<file path="config.mk">
export PLATFORM = sky130hd
export DESIGN_NAME = lz11_token_packer_unit
export DESIGN_NICKNAME = d
export VERILOG_FILES = /design/src/hw/rtl/lz11tp_pkg.sv /design/src/hw/rtl/lz11_token_packer_unit.sv /design/src/hw/rtl/lz11tp_encode.sv /design/src/hw/rtl/lz11tp_group.sv /design/src/hw/rtl/lz11tp_drain.sv
export VERILOG_INCLUDE_DIRS = /design/src /design/src/hw/rtl
export SDC_FILE = /design/constraint.sdc
export NUM_CORES = 1
export LEC_CHECK = 0
export BUFFER_PORTS_ARGS = -buffer_cell sky130_fd_sc_hd__buf_2
export CORE_MARGIN = 2
export CORE_UTILIZATION = 50
export DETAILED_ROUTE_END_ITERATION = 10
export GPL_ROUTABILITY_DRIVEN = 1
export GPL_TIMING_DRIVEN = 0
export PLACE_DENSITY = 0.72
export REMOVE_ABC_BUFFERS = 1
export SLEW_MARGIN = 20
export SYNTH_ARGS = -nofsm -noshare
export SYNTH_HDL_FRONTEND = slang
export SYNTH_SLANG_ARGS = --single-unit
</file>
<file path="constraint.sdc">
create_clock -name clk -period 5.3 [get_ports clk]
set_clock_uncertainty 0.05 [all_clocks]
set_input_delay 1.59 -clock clk [delete_from_list [all_inputs] [get_ports clk]]
set_output_delay 1.59 -clock clk [all_outputs]
set_load 0.02 [all_outputs]
</file>
<file path="src/hw/rtl/lz11_token_packer_unit_assert.svh">
// ----------------------------------------------------------------------------
// LZ11 token packer assertion macros
// Shared concurrent assertion forms for the packer's internal checks.
// ----------------------------------------------------------------------------
`ifndef LZ11_TOKEN_PACKER_UNIT_ASSERT_SVH
`define LZ11_TOKEN_PACKER_UNIT_ASSERT_SVH

// The consequent must hold in the same cycle as the antecedent.
`define LZ11TP_ASSERT_SAME(lbl, ante, cons) \
  lbl: assert property (@(posedge clk) disable iff (rst) (ante) |-> (cons)) \
    else $error("lz11 token packer: same-cycle check failed");

// The consequent must hold in the cycle after the antecedent.
`define LZ11TP_ASSERT_NEXT(lbl, ante, cons) \
  lbl: assert property (@(posedge clk) disable iff (rst) (ante) |=> (cons)) \
    else $error("lz11 token packer: next-cycle check failed");

`endif

</file>
<file path="src/hw/rtl/lz11tp_pkg.sv">
// ----------------------------------------------------------------------------
// LZ11 token packer package
// Constants, token row layout and the control structs shared by the modules.
// ----------------------------------------------------------------------------
package lz11tp_pkg;

  localparam int CHUNKS_PER_GROUP = 8;
  localparam int TOK_IDX_W        = $clog2(CHUNKS_PER_GROUP);
  localparam int BANK_COUNT       = 2;
  localparam int ROW_ADDR_W       = 1 + TOK_IDX_W;
  localparam int ROW_COUNT        = BANK_COUNT * CHUNKS_PER_GROUP;

  localparam logic [7:0]  EMPTY_FLUSH_BYTE = 8'hFF;
  localparam logic [7:0]  FLAG_MSB         = 8'h80;
  localparam logic [3:0]  LONG_MARK        = 4'h1;

  // Thresholds and biases expressed on length_code (match length minus three).
  localparam logic [16:0] SHORT_LC_MAX = 17'd13;      // length 0x10
  localparam logic [16:0] MID_LC_MAX   = 17'h0010D;   // length 0x110
  localparam logic [16:0] LONG_LC_MAX  = 17'h1010D;   // length 0x10110
  localparam logic [16:0] SHORT_LC_ADD = 17'd2;       // length - 1
  localparam logic [16:0] MID_LC_BIAS  = 17'h0000E;   // length - 0x11
  localparam logic [16:0] LONG_LC_BIAS = 17'h0010E;   // length - 0x111

  // One encoded token: up to four bytes, first byte in the low bits.
  typedef struct packed {
    logic [31:0] bytes;
    logic [1:0]  last_idx;
  } row_t;

  // A closed group handed to the output sequencer.
  typedef struct packed {
    logic                 empty;
    logic                 bank;
    logic [7:0]           flag;
    logic [TOK_IDX_W-1:0] last_tok;
  } grp_desc_t;

  typedef struct packed {
    logic valid;
    logic bank;
  } done_t;

  typedef struct packed {
    logic [BANK_COUNT-1:0] bank_busy;
  } grp_stat_t;

endpackage

</file>
<file path="src/hw/rtl/lz11_token_packer_unit.sv">
// ----------------------------------------------------------------------------
// LZ11 token packer unit
// Packs literal and back-reference tokens into LZ11 groups of flag byte plus
// token bytes and streams the result out one byte per transaction.
// ----------------------------------------------------------------------------
//
//  Channel   Dir  Payload                                      Per transaction
//  s_*       in   tuser: flush; tdata: distance, length_code   one token or flush
//  m_*       out  tdata: out_byte; tlast: last                 one stream byte
//
// Flow: a token is taken every cycle while its bank is free and is encoded and
// written into its bank from the input register. A group is sent as pick-up, flag
// byte, then its token bytes; the other bank takes the next group meanwhile.
// Reset: synchronous, active high; empties the group and both banks, no clearing pass.
// Stalls: a token stalls while both banks hold closed groups, or when a closing
// item finds the previous group not yet picked up by the output sequencer.
`include "lz11_token_packer_unit_assert.svh"

module lz11_token_packer_unit (
  input  logic        clk,
  input  logic        rst,
  input  logic        s_tvalid,
  output logic        s_tready,
  input  logic [31:0] s_tdata,   // [12:0] distance, [29:13] length_code, [31:30] zero
  input  logic        s_tuser,   // [0] flush
  output logic        m_tvalid,
  input  logic        m_tready,
  output logic [7:0]  m_tdata,   // [7:0] out_byte
  output logic        m_tlast    // last byte caused by this input transaction
);
  import lz11tp_pkg::*;

  // Input register: holds one transaction until the group builder takes it.
  logic        in_valid;
  logic        in_flush;
  logic [12:0] in_dist;
  logic [16:0] in_lc;
  logic        in_take;

  row_t                  enc_row;
  logic                  enc_match;
  logic [ROW_ADDR_W-1:0] rd_addr;
  row_t                  rd_row;
  logic                  desc_valid;
  logic                  desc_ready;
  grp_desc_t             desc;
  done_t                 done;
  grp_stat_t             stat;

  // The register frees up in the same cycle its content is consumed, so a new
  // transaction can follow every cycle.
  assign s_tready = !in_valid || in_take;

  always_ff @(posedge clk) begin
    if (rst) begin
      in_valid <= 1'b0;
    end else if (s_tvalid && s_tready) begin
      in_valid <= 1'b1;
    end else if (in_take) begin
      in_valid <= 1'b0;
    end
  end

  always_ff @(posedge clk) begin
    if (s_tvalid && s_tready) begin
      in_flush <= s_tuser;
      in_dist  <= s_tdata[12:0];
      in_lc    <= s_tdata[29:13];
    end
  end

  // Token encoding is purely combinational on the registered fields.
  lz11tp_encode u_encode (
    .distance    (in_dist),
    .length_code (in_lc),
    .row         (enc_row),
    .is_match    (enc_match)
  );

  // Group state and the two token banks. A closed group becomes a descriptor
  // and the bank of a non-empty one stays busy until its last byte is emitted.
  lz11tp_group u_group (
    .clk        (clk),
    .rst        (rst),
    .in_valid   (in_valid),
    .in_flush   (in_flush),
    .in_row     (enc_row),
    .in_match   (enc_match),
    .in_take    (in_take),
    .rd_addr    (rd_addr),
    .rd_row     (rd_row),
    .desc_valid (desc_valid),
    .desc       (desc),
    .desc_ready (desc_ready),
    .done       (done),
    .stat       (stat)
  );

  // Output sequencer with the output register; it walks the bank of the
  // current group token by token and byte by byte.
  lz11tp_drain u_drain (
    .clk        (clk),
    .rst        (rst),
    .desc_valid (desc_valid),
    .desc       (desc),
    .desc_ready (desc_ready),
    .rd_addr    (rd_addr),
    .rd_row     (rd_row),
    .done       (done),
    .m_tvalid   (m_tvalid),
    .m_tready   (m_tready),
    .m_tdata    (m_tdata),
    .m_tlast    (m_tlast)
  );

  // A bank can only be released by the sequencer while it is marked busy.
  `LZ11TP_ASSERT_SAME(a_done_bank_busy, done.valid, stat.bank_busy[done.bank])
  // A pending non-empty group must still own its bank.
  `LZ11TP_ASSERT_SAME(a_desc_bank_busy, desc_valid && !desc.empty, stat.bank_busy[desc.bank])
  // A group that has not been picked up stays pending.
  `LZ11TP_ASSERT_NEXT(a_desc_held, desc_valid && !desc_ready, desc_valid)

endmodule

</file>
<file path="src/hw/rtl/lz11tp_encode.sv">
// ----------------------------------------------------------------------------
// LZ11 token encoder
// Turns one literal or back-reference token into its one to four bytes.
// ----------------------------------------------------------------------------
module lz11tp_encode (
  input  logic [12:0]       distance,
  input  logic [16:0]       length_code,
  output lz11tp_pkg::row_t  row,
  output logic              is_match
);
  import lz11tp_pkg::*;

  logic [12:0] dist_m1;
  logic [3:0]  dhi;
  logic [7:0]  dlo;
  logic [16:0] lc_p2;
  logic [16:0] mid_diff;
  logic [16:0] lc_sat;
  logic [16:0] long_diff;
  logic [7:0]  mid_len;
  logic [15:0] long_len;

  assign dist_m1   = distance - 13'd1;
  assign dhi       = dist_m1[11:8];
  assign dlo       = dist_m1[7:0];
  assign lc_p2     = length_code + SHORT_LC_ADD;
  assign mid_diff  = length_code - MID_LC_BIAS;
  assign mid_len   = mid_diff[7:0];
  assign lc_sat    = (length_code > LONG_LC_MAX) ? LONG_LC_MAX : length_code;
  assign long_diff = lc_sat - LONG_LC_BIAS;
  assign long_len  = long_diff[15:0];
  assign is_match  = (distance != 13'd0);

  always_comb begin
    priority if (!is_match) begin
      row.bytes    = {24'd0, length_code[7:0]};
      row.last_idx = 2'd0;
    end else if (length_code <= SHORT_LC_MAX) begin
      row.bytes    = {16'd0, dlo, lc_p2[3:0], dhi};
      row.last_idx = 2'd1;
    end else if (length_code <= MID_LC_MAX) begin
      row.bytes    = {8'd0, dlo, mid_len[3:0], dhi, 4'd0, mid_len[7:4]};
      row.last_idx = 2'd2;
    end else begin
      row.bytes    = {dlo, long_len[3:0], dhi, long_len[11:4], LONG_MARK, long_len[15:12]};
      row.last_idx = 2'd3;
    end
  end

endmodule

</file>
<file path="src/hw/rtl/lz11tp_group.sv">
// ----------------------------------------------------------------------------
// LZ11 group builder
// Collects encoded tokens into one of two banks and closes groups.
// ----------------------------------------------------------------------------
module lz11tp_group (
  input  logic                              clk,
  input  logic                              rst,
  input  logic                              in_valid,
  input  logic                              in_flush,
  input  lz11tp_pkg::row_t                  in_row,
  input  logic                              in_match,
  output logic                              in_take,
  input  logic [lz11tp_pkg::ROW_ADDR_W-1:0] rd_addr,
  output lz11tp_pkg::row_t                  rd_row,
  output logic                              desc_valid,
  output lz11tp_pkg::grp_desc_t             desc,
  input  logic                              desc_ready,
  input  lz11tp_pkg::done_t                 done,
  output lz11tp_pkg::grp_stat_t             stat
);
  import lz11tp_pkg::*;

  row_t                  rows [ROW_COUNT];
  logic [TOK_IDX_W-1:0]  chunk_count;
  logic [7:0]            flag_bits;
  logic [7:0]            flag_next;
  logic                  wbank;
  logic [BANK_COUNT-1:0] bank_busy;
  logic [BANK_COUNT-1:0] bank_busy_next;
  logic                  tok_close;
  logic                  need_desc;
  logic                  tok_take;
  logic                  close;
  logic                  empty_flush;

  assign tok_close   = (chunk_count == TOK_IDX_W'(CHUNKS_PER_GROUP - 1));
  assign need_desc   = in_flush || tok_close;
  assign empty_flush = in_flush && (chunk_count == '0);
  assign in_take     = in_valid && !(need_desc && desc_valid)
                       && (in_flush || !bank_busy[wbank]);
  assign tok_take    = in_take && !in_flush;
  assign close       = in_take && need_desc;
  assign flag_next   = flag_bits | (in_match ? (FLAG_MSB >> chunk_count) : 8'h00);

  assign rd_row         = rows[rd_addr];
  assign stat.bank_busy = bank_busy;

  // A bank is released by the sequencer and claimed by a closing group; the
  // two never name the same bank in one cycle.
  always_comb begin
    bank_busy_next = bank_busy;
    if (done.valid) begin
      bank_busy_next[done.bank] = 1'b0;
    end
    if (close && !empty_flush) begin
      bank_busy_next[wbank] = 1'b1;
    end
  end

  always_ff @(posedge clk) begin
    if (rst) begin
      chunk_count <= '0;
      flag_bits   <= '0;
      wbank       <= 1'b0;
      bank_busy   <= '0;
      desc_valid  <= 1'b0;
    end else begin
      bank_busy <= bank_busy_next;
      if (close) begin
        desc_valid  <= 1'b1;
        chunk_count <= '0;
        flag_bits   <= '0;
        if (!empty_flush) begin
          wbank <= ~wbank;
        end
      end else begin
        if (desc_valid && desc_ready) begin
          desc_valid <= 1'b0;
        end
        if (tok_take) begin
          chunk_count <= chunk_count + 1'b1;
          flag_bits   <= flag_next;
        end
      end
    end
  end

  always_ff @(posedge clk) begin
    if (close) begin
      desc.empty    <= empty_flush;
      desc.bank     <= wbank;
      desc.flag     <= in_flush ? flag_bits : flag_next;
      desc.last_tok <= in_flush ? (chunk_count - 1'b1) : chunk_count;
    end
    if (tok_take) begin
      rows[{wbank, chunk_count}] <= in_row;
    end
  end

endmodule

</file>
<file path="src/hw/rtl/lz11tp_drain.sv">
// ----------------------------------------------------------------------------
// LZ11 output sequencer
// Sends each group's flag and token bytes, one a cycle unless stalled.
// ----------------------------------------------------------------------------
module lz11tp_drain (
  input  logic                              clk,
  input  logic                              rst,
  input  logic                              desc_valid,
  input  lz11tp_pkg::grp_desc_t             desc,
  output logic                              desc_ready,
  output logic [lz11tp_pkg::ROW_ADDR_W-1:0] rd_addr,
  input  lz11tp_pkg::row_t                  rd_row,
  output lz11tp_pkg::done_t                 done,
  output logic                              m_tvalid,
  input  logic                              m_tready,
  output logic [7:0]                        m_tdata,
  output logic                              m_tlast
);
  import lz11tp_pkg::*;

  grp_desc_t            cur;
  logic                 active;
  logic                 phase_flag;
  logic [TOK_IDX_W-1:0] tok_idx;
  logic [1:0]           byte_idx;
  logic                 load;
  logic                 emit;
  logic                 tok_last;
  logic                 byte_last;
  logic                 group_end;
  logic [7:0]           out_byte;
  logic                 out_last;

  assign desc_ready = !active;
  assign load       = !m_tvalid || m_tready;
  assign emit       = active && load;
  assign rd_addr    = {cur.bank, tok_idx};
  assign tok_last   = (tok_idx == cur.last_tok);
  assign byte_last  = (byte_idx == rd_row.last_idx);
  assign group_end  = cur.empty || (!phase_flag && tok_last && byte_last);
  assign done.valid = emit && !cur.empty && !phase_flag && tok_last && byte_last;
  assign done.bank  = cur.bank;

  always_comb begin
    priority if (cur.empty) begin
      out_byte = EMPTY_FLUSH_BYTE;
      out_last = 1'b1;
    end else if (phase_flag) begin
      out_byte = cur.flag;
      out_last = 1'b0;
    end else begin
      out_byte = rd_row.bytes[{byte_idx, 3'b000} +: 8];
      out_last = tok_last && byte_last;
    end
  end

  always_ff @(posedge clk) begin
    if (rst) begin
      active     <= 1'b0;
      phase_flag <= 1'b0;
      tok_idx    <= '0;
      byte_idx   <= '0;
      m_tvalid   <= 1'b0;
    end else begin
      if (load) begin
        m_tvalid <= active;
      end
      if (desc_valid && desc_ready) begin
        active     <= 1'b1;
        phase_flag <= 1'b1;
        tok_idx    <= '0;
        byte_idx   <= '0;
      end else if (emit) begin
        if (group_end) begin
          active <= 1'b0;
        end else if (phase_flag) begin
          phase_flag <= 1'b0;
        end else if (byte_last) begin
          byte_idx <= '0;
          tok_idx  <= tok_idx + 1'b1;
        end else begin
          byte_idx <= byte_idx + 1'b1;
        end
      end
    end
  end

  always_ff @(posedge clk) begin
    if (desc_valid && desc_ready) begin
      cur <= desc;
    end
    if (emit) begin
      m_tdata <= out_byte;
      m_tlast <= out_last;
    end
  end

endmodule
</file>
Word level (Yosys, flattened, before mapping)
Memories as Yosys holds them, arrays and structs flattened.
Cells that the tools add are included.
- register bits: 90
- memory bits (writable): 544
- bits of input ports: 37
- output and inout bits: 11
- logic and storage cells: 130
- memories kept: 1
- add/subtract/negate cells: 8
- order comparisons: 7
- eq/ne operators: 4
- shift-type cells: 2
- muxes and demuxes: 30
- bitwise logic cells: 8
- reduce and logical (&&, ||, !) cells: 46
- memories (name ; depth ; width ; read ports ; clocked after Yosys merged registers in ; wr ports ; RTL line ; RTL):
    u_group.rows ; 16 ; 34 ; 1 ; 0 ; 1 ; lz11tp_group.sv:23 ; row_t rows [ROW_COUNT];
- operator list (kind ; count):
    two-way mux 34 bit ; 3
    variable part select 32 x 6 -> 8 bit ; 1
    two-way mux 8 bit ; 3
    logical AND 1 bit ; 19
    > comparator 17 bit, second input constant ; 1
    <= comparator 17 x 4 -> 1 bit, second input constant ; 1
    <= comparator 17 x 9 -> 1 bit, second input constant ; 1
    two-way mux 1 bit ; 17
    two-way mux 16 bit ; 1
    subtractor 16 x 9 -> 16 bit, second input constant ; 1
    nonzero test 13 bit ; 1
    subtractor 12 x 1 -> 12 bit, second input constant ; 1
    zero test 1 bit ; 9
    bitwise OR 8 bit ; 1
    nonzero test 2 bit ; 4
    >> shifter 8 x 3 -> 8 bit, first input constant ; 1
    subtractor 8 x 4 -> 8 bit, second input constant ; 1
    adder 3 x 1 -> 3 bit, second input constant ; 2
    two-way mux 2 bit ; 3
    AND reduction 2 bit ; 3
    logical OR 1 bit ; 5
    adder 4 x 2 -> 4 bit, second input constant ; 1
    less-than comparator 1 x 2 -> 1 bit, second input constant ; 2
    inverter 1 bit ; 4
    16 further kinds ; 19

Depth between registers and ports, before layout
- depth in word-level cells: 10
- gate-level depth with buffers: 17
- depth with buffers taken out: 15

Modules after synthesis
Synthesis repeated with hierarchy kept, for this count alone.
- cell total of the unflattened synthesis: 1346
- area, all modules: 25499.5 um^2
- modules (own cells, without submodules) (module ; instances ; cells each ; area an instance (um^2) ; sequential area each (um^2)):
    lz11tp_group ; 1 ; 966 ; 21570.7 ; 17026.3
    lz11tp_encode ; 1 ; 236 ; 1472.7 ; 0.0
    lz11tp_drain ; 1 ; 108 ; 1470.2 ; 820.8
    lz11_token_packer_unit ; 1 ; 36 ; 985.9 ; 950.9

Worst setup path before layout
Ideal clock, no wire load.
- path type: register to register
- from: register in_lc[1]
- to: memory u_group.rows[0][15] in the netlist's numbering, data pin
- setup time: 489 ps
- data arrival time: 4420 ps
- data required time: 4761 ps
- setup slack: 341 ps
- stages on the path, launching flop included: 17
- buffers on the path: 2
- period minus slack after synthesis: 4959 ps
- cells stage by stage: edfxtp_1 -> inv_1 -> ha_1 -> and3b_1 -> o221ai_1 -> a21oi_2 -> or2_1 -> clkbuf_1 -> a21oi_1 -> ha_1 -> clkbuf_1 -> inv_1 -> o22ai_1 -> a32oi_1 -> o21ai_0 -> a22oi_1 -> a2111oi_0
- RTL lines (what ; RTL line ; RTL):
    start: declaration ; lz11_token_packer_unit.sv:37 ; logic [16:0] in_lc;
    start signal: assignment ; lz11_token_packer_unit.sv:68 ; in_lc <= s_tdata[29:13];
    end: declaration ; lz11tp_group.sv:23 ;

==> qor.txt <==
Post-synth EDFFs -> 610
normalized max-slew margin -> 0.299
Final Slew Violations -> 0
placed wire-length estimate -> 33,100 um
Synth area leader -> edfxtp_1
root buf cell -> clkbuf_16
Synth Register Bits -> 634
critical path peak fanout -> 16
sequential area share after synthesis -> 0.734
synth top area cells -> edfxtp_1 72%, mux4_2 14%, dfxtp_1 1.9%, mux4_1 0.82%, nor2_1 0.81%
setup TNS -> 0 ns
Post-synth top flop -> edfxtp_1
RSZ-0062 raised after global routing -> no
outcome -> finished, final reports clean
most frequent cell after synthesis -> edfxtp_1
Worst R2R Path Depth -> 14
Avg WL per Cell -> 27.5 um
die area -> 53,000 um2
clock latency on the worst-skew pair -> 0.63 ns
drt total wl -> 57,300 um
worst hold path class -> flip-flop to flip-flop
Switching Fraction -> 0.202
min Tclk post-route -> 4.78 ns
Lkg Pwr -> 9.05 nW
Final Hold Violating Endpoints -> 0
Tcrit/Tclk final -> 0.902
fraction of layout cells with a size suffix above 1 -> 0.280
Reg power frac -> 0.549
placed cells -> 1,972
largest net degree at the start of global routing -> 43
post-synthesis async set-or-reset flop share -> 0
Gate power share -> 0.031
Starting Density -> 0.508
library cells used by synthesis -> 67
sequential cell area -> 18,800 um2
ANT nets after route -> 0
first-pass GRT wire length -> 84,700 um
CP Data Arrival Time -> 5.01 ns
synth cell count leaders -> 610 x edfxtp_1, 160 x mux4_2, 55 x nor2_1
Die W -> 230 um
Max clock buf depth -> 3
yosys synthesis warning count -> 0
Tot GR Track Use -> 0.220
number of global-route vias before repair -> 13,100
Hold Path Cell Cnt -> 0
io pins -> 48
count of final setup violators -> 0
Max H-tree Level -> 2
CTS clk-pin slew, worst paths -> 0.07 ns
Syn Inst Count -> 1,286
worst reg-to-reg setup slack -> 0.52 ns
Fillers -> 3,587
Placer Congestion -> 0.884
number of inserted diodes -> 0
startpoint types -> flip-flop
Hold Path Origin -> u_group.desc[11]
IO buf count -> 45
Reg2Reg Launch Point -> in_lc[1]
fin cells -> 2,082
RR Endpoint -> u_group.rows[4][3]
f_max -> 0.209 GHz
via count -> 12,900
FP Rows -> 82
Req. time, crit path -> 5.53 ns
max cap viols -> 0
area grow syn2layout -> 13.5%
area of the multi-input gates -> 6510 um2
detail-routed via count per cell -> 6.18
Power per Cell Area -> 351 nW/um2
Switch Pwr -> 0.00206 W
Worst Tran Pin Value -> 1.05 ns
CTS tree -> yes
grt total ovfl -> 0
Critical Path Sink -> u_group.rows[4][3]
Pre-Repair DR Iteration Count -> 5
Nets -> 1,411
core box area -> 50,400 um2
Crit Path Class -> flip-flop to flip-flop
initial antenna violation count -> 0
Clk pwr share -> 0.420
CTS sink count -> 634
Internal Power -> 0.00814 W
drt drc -> 0
Post-Syn Area -> 25,600 um2
Avg Cell Area, Syn -> 19.9 um2
post-synth top area share -> 0.715
Die Y -> 230 um
DRT iter0 DRCs -> 1,258
CTS buffer count -> 60
worst setup path start -> in_lc[1]
hold-fix buffer count after cts -> 0
CP endpoint kind -> flip-flop
Max IR drop VDD -> 0.344 mV
-- metal layers --
layer / wire length (um) / GRT usage / vias to the layer above / share of wire
met2: 29300 / 0.373 / 532 / 0.51
met3: 3520 / 0.0310 / 118 / 0.061
met4: 1960 / 0.0883 / 0 / 0.034
met5: 0 / 0 / - / 0
li1: - / - / 5475 / -
met1: 22500 / 0.290 / 6735 / 0.39
-- worst max-delay path, stage by stage (launching register included) --
cell and delay (ns):
edfxtp_1 0.54, inv_1 0.15, ha_1 0.21, and3b_1 0.17, o221ai_1 0.34, a21oi_2 0.21, or2_1 0.40, a21oi_1 0.32
ha_1 0.44, inv_1 0.22, o22ai_1 0.19, a32oi_1 0.14, a21oi_1 0.23, a211oi_1 0.08, a211oi_2 0.74
-- kinds of logic after synthesis --
family | synth area share
AO/OA/AOI/OAI | 0.0331
XOR/XNOR | 0.0103
adder cells (fa/ha/maj) | 0.00664
buffers and inverters | 0.0181
flip-flops | 0.734
multiplexers | 0.157
AND/OR/NAND/NOR | 0.0407
-- registers in the layout (all words and copies together) (netlist names), 2 cells and up --
signal / count
u_drain.cur: 12
u_group.stat: 2
u_drain.tok_idx: 3
u_group.chunk_count: 3
in_dist: 13
in_lc: 17
u_group.rows: 544
u_drain.m_tdata: 8
u_group.flag_bits: 8
u_group.desc: 13
u_drain.byte_idx: 2
-- power by group through the flow --
stage	logic, W	registers (W)	clock network (W)
after floorplan	0.000184	0.00570	0
after global placement	0.000277	0.00572	0
after detailed placement	0.000315	0.00571	0
after CTS	0.000316	0.00560	0.00434
after global routing	0.000346	0.00560	0.00451
final	0.000318	0.00560	0.00428
-- cell usage in the layout (no fill, tap or decap), types with 10 or more instances in the layout --
master	netlist	final
xnor2_1	14	14
o22ai_1	12	11
buf_2	26	49
edfxtp_1	610	610
clkbuf_16	0	62
buf_4	6	12
nand3_1	14	14
a21oi_1	31	29
buf_16	0	12
mux4_2	160	160
nor3_1	20	18
o21ai_0	17	15
nor2_1	55	54
mux2i_1	11	11
xor2_1	16	16
inv_1	16	16
clkinv_1	1	19
a31oi_1	10	10
ha_1	12	12
dfxtp_1	24	20
and2_4	0	16
nand2_1	45	45
-- final cells by class --
| cell class | instances | area share |
|---|---|---|
| flip-flops and latches | 634 | 0.647 |
| multi-input cells | 564 | 0.224 |
| repair buffers | 85 | 0.0303 |
| well taps | 672 | 0.0289 |
| clock buffers | 70 | 0.0544 |
| inverters | 17 | 0.00219 |
| clock inverters | 40 | 0.0133 |
-- what timing repair did --
item,in CTS,in global routing
setup endpoints to repair,0,16
gates resized for setup,0,1
setup buffers,0,0
-- worst min-delay path by stage --
stage	slack, ns	end
2_1_floorplan	0.35	u_drain.cur[0]
3_3_place_gp	0.35	u_drain.done[0]
3_5_place_dp	0.35	u_drain.done[0]
4_1_cts	0.37	u_drain.done[0]
5_1_grt	0.37	u_drain.done[0]
6_report	0.36	u_drain.done[0]
-- per-stage QoR --
stage          power (W)  utilization  worst slack (ns)  instance area, um2  hold WS [ns]
4_1_cts           0.0103        0.577             0.315               29100         0.367
6_report          0.0102        0.577             0.518               29100         0.364
3_3_place_gp     0.00600        0.522             -4.93               26300         0.350
3_5_place_dp     0.00602        0.538             0.367               27100         0.355
2_1_floorplan    0.00588            -             -2.16               25200         0.350
5_1_grt           0.0105        0.577             0.120               29100         0.367
(Power assumes the default switching activity.)
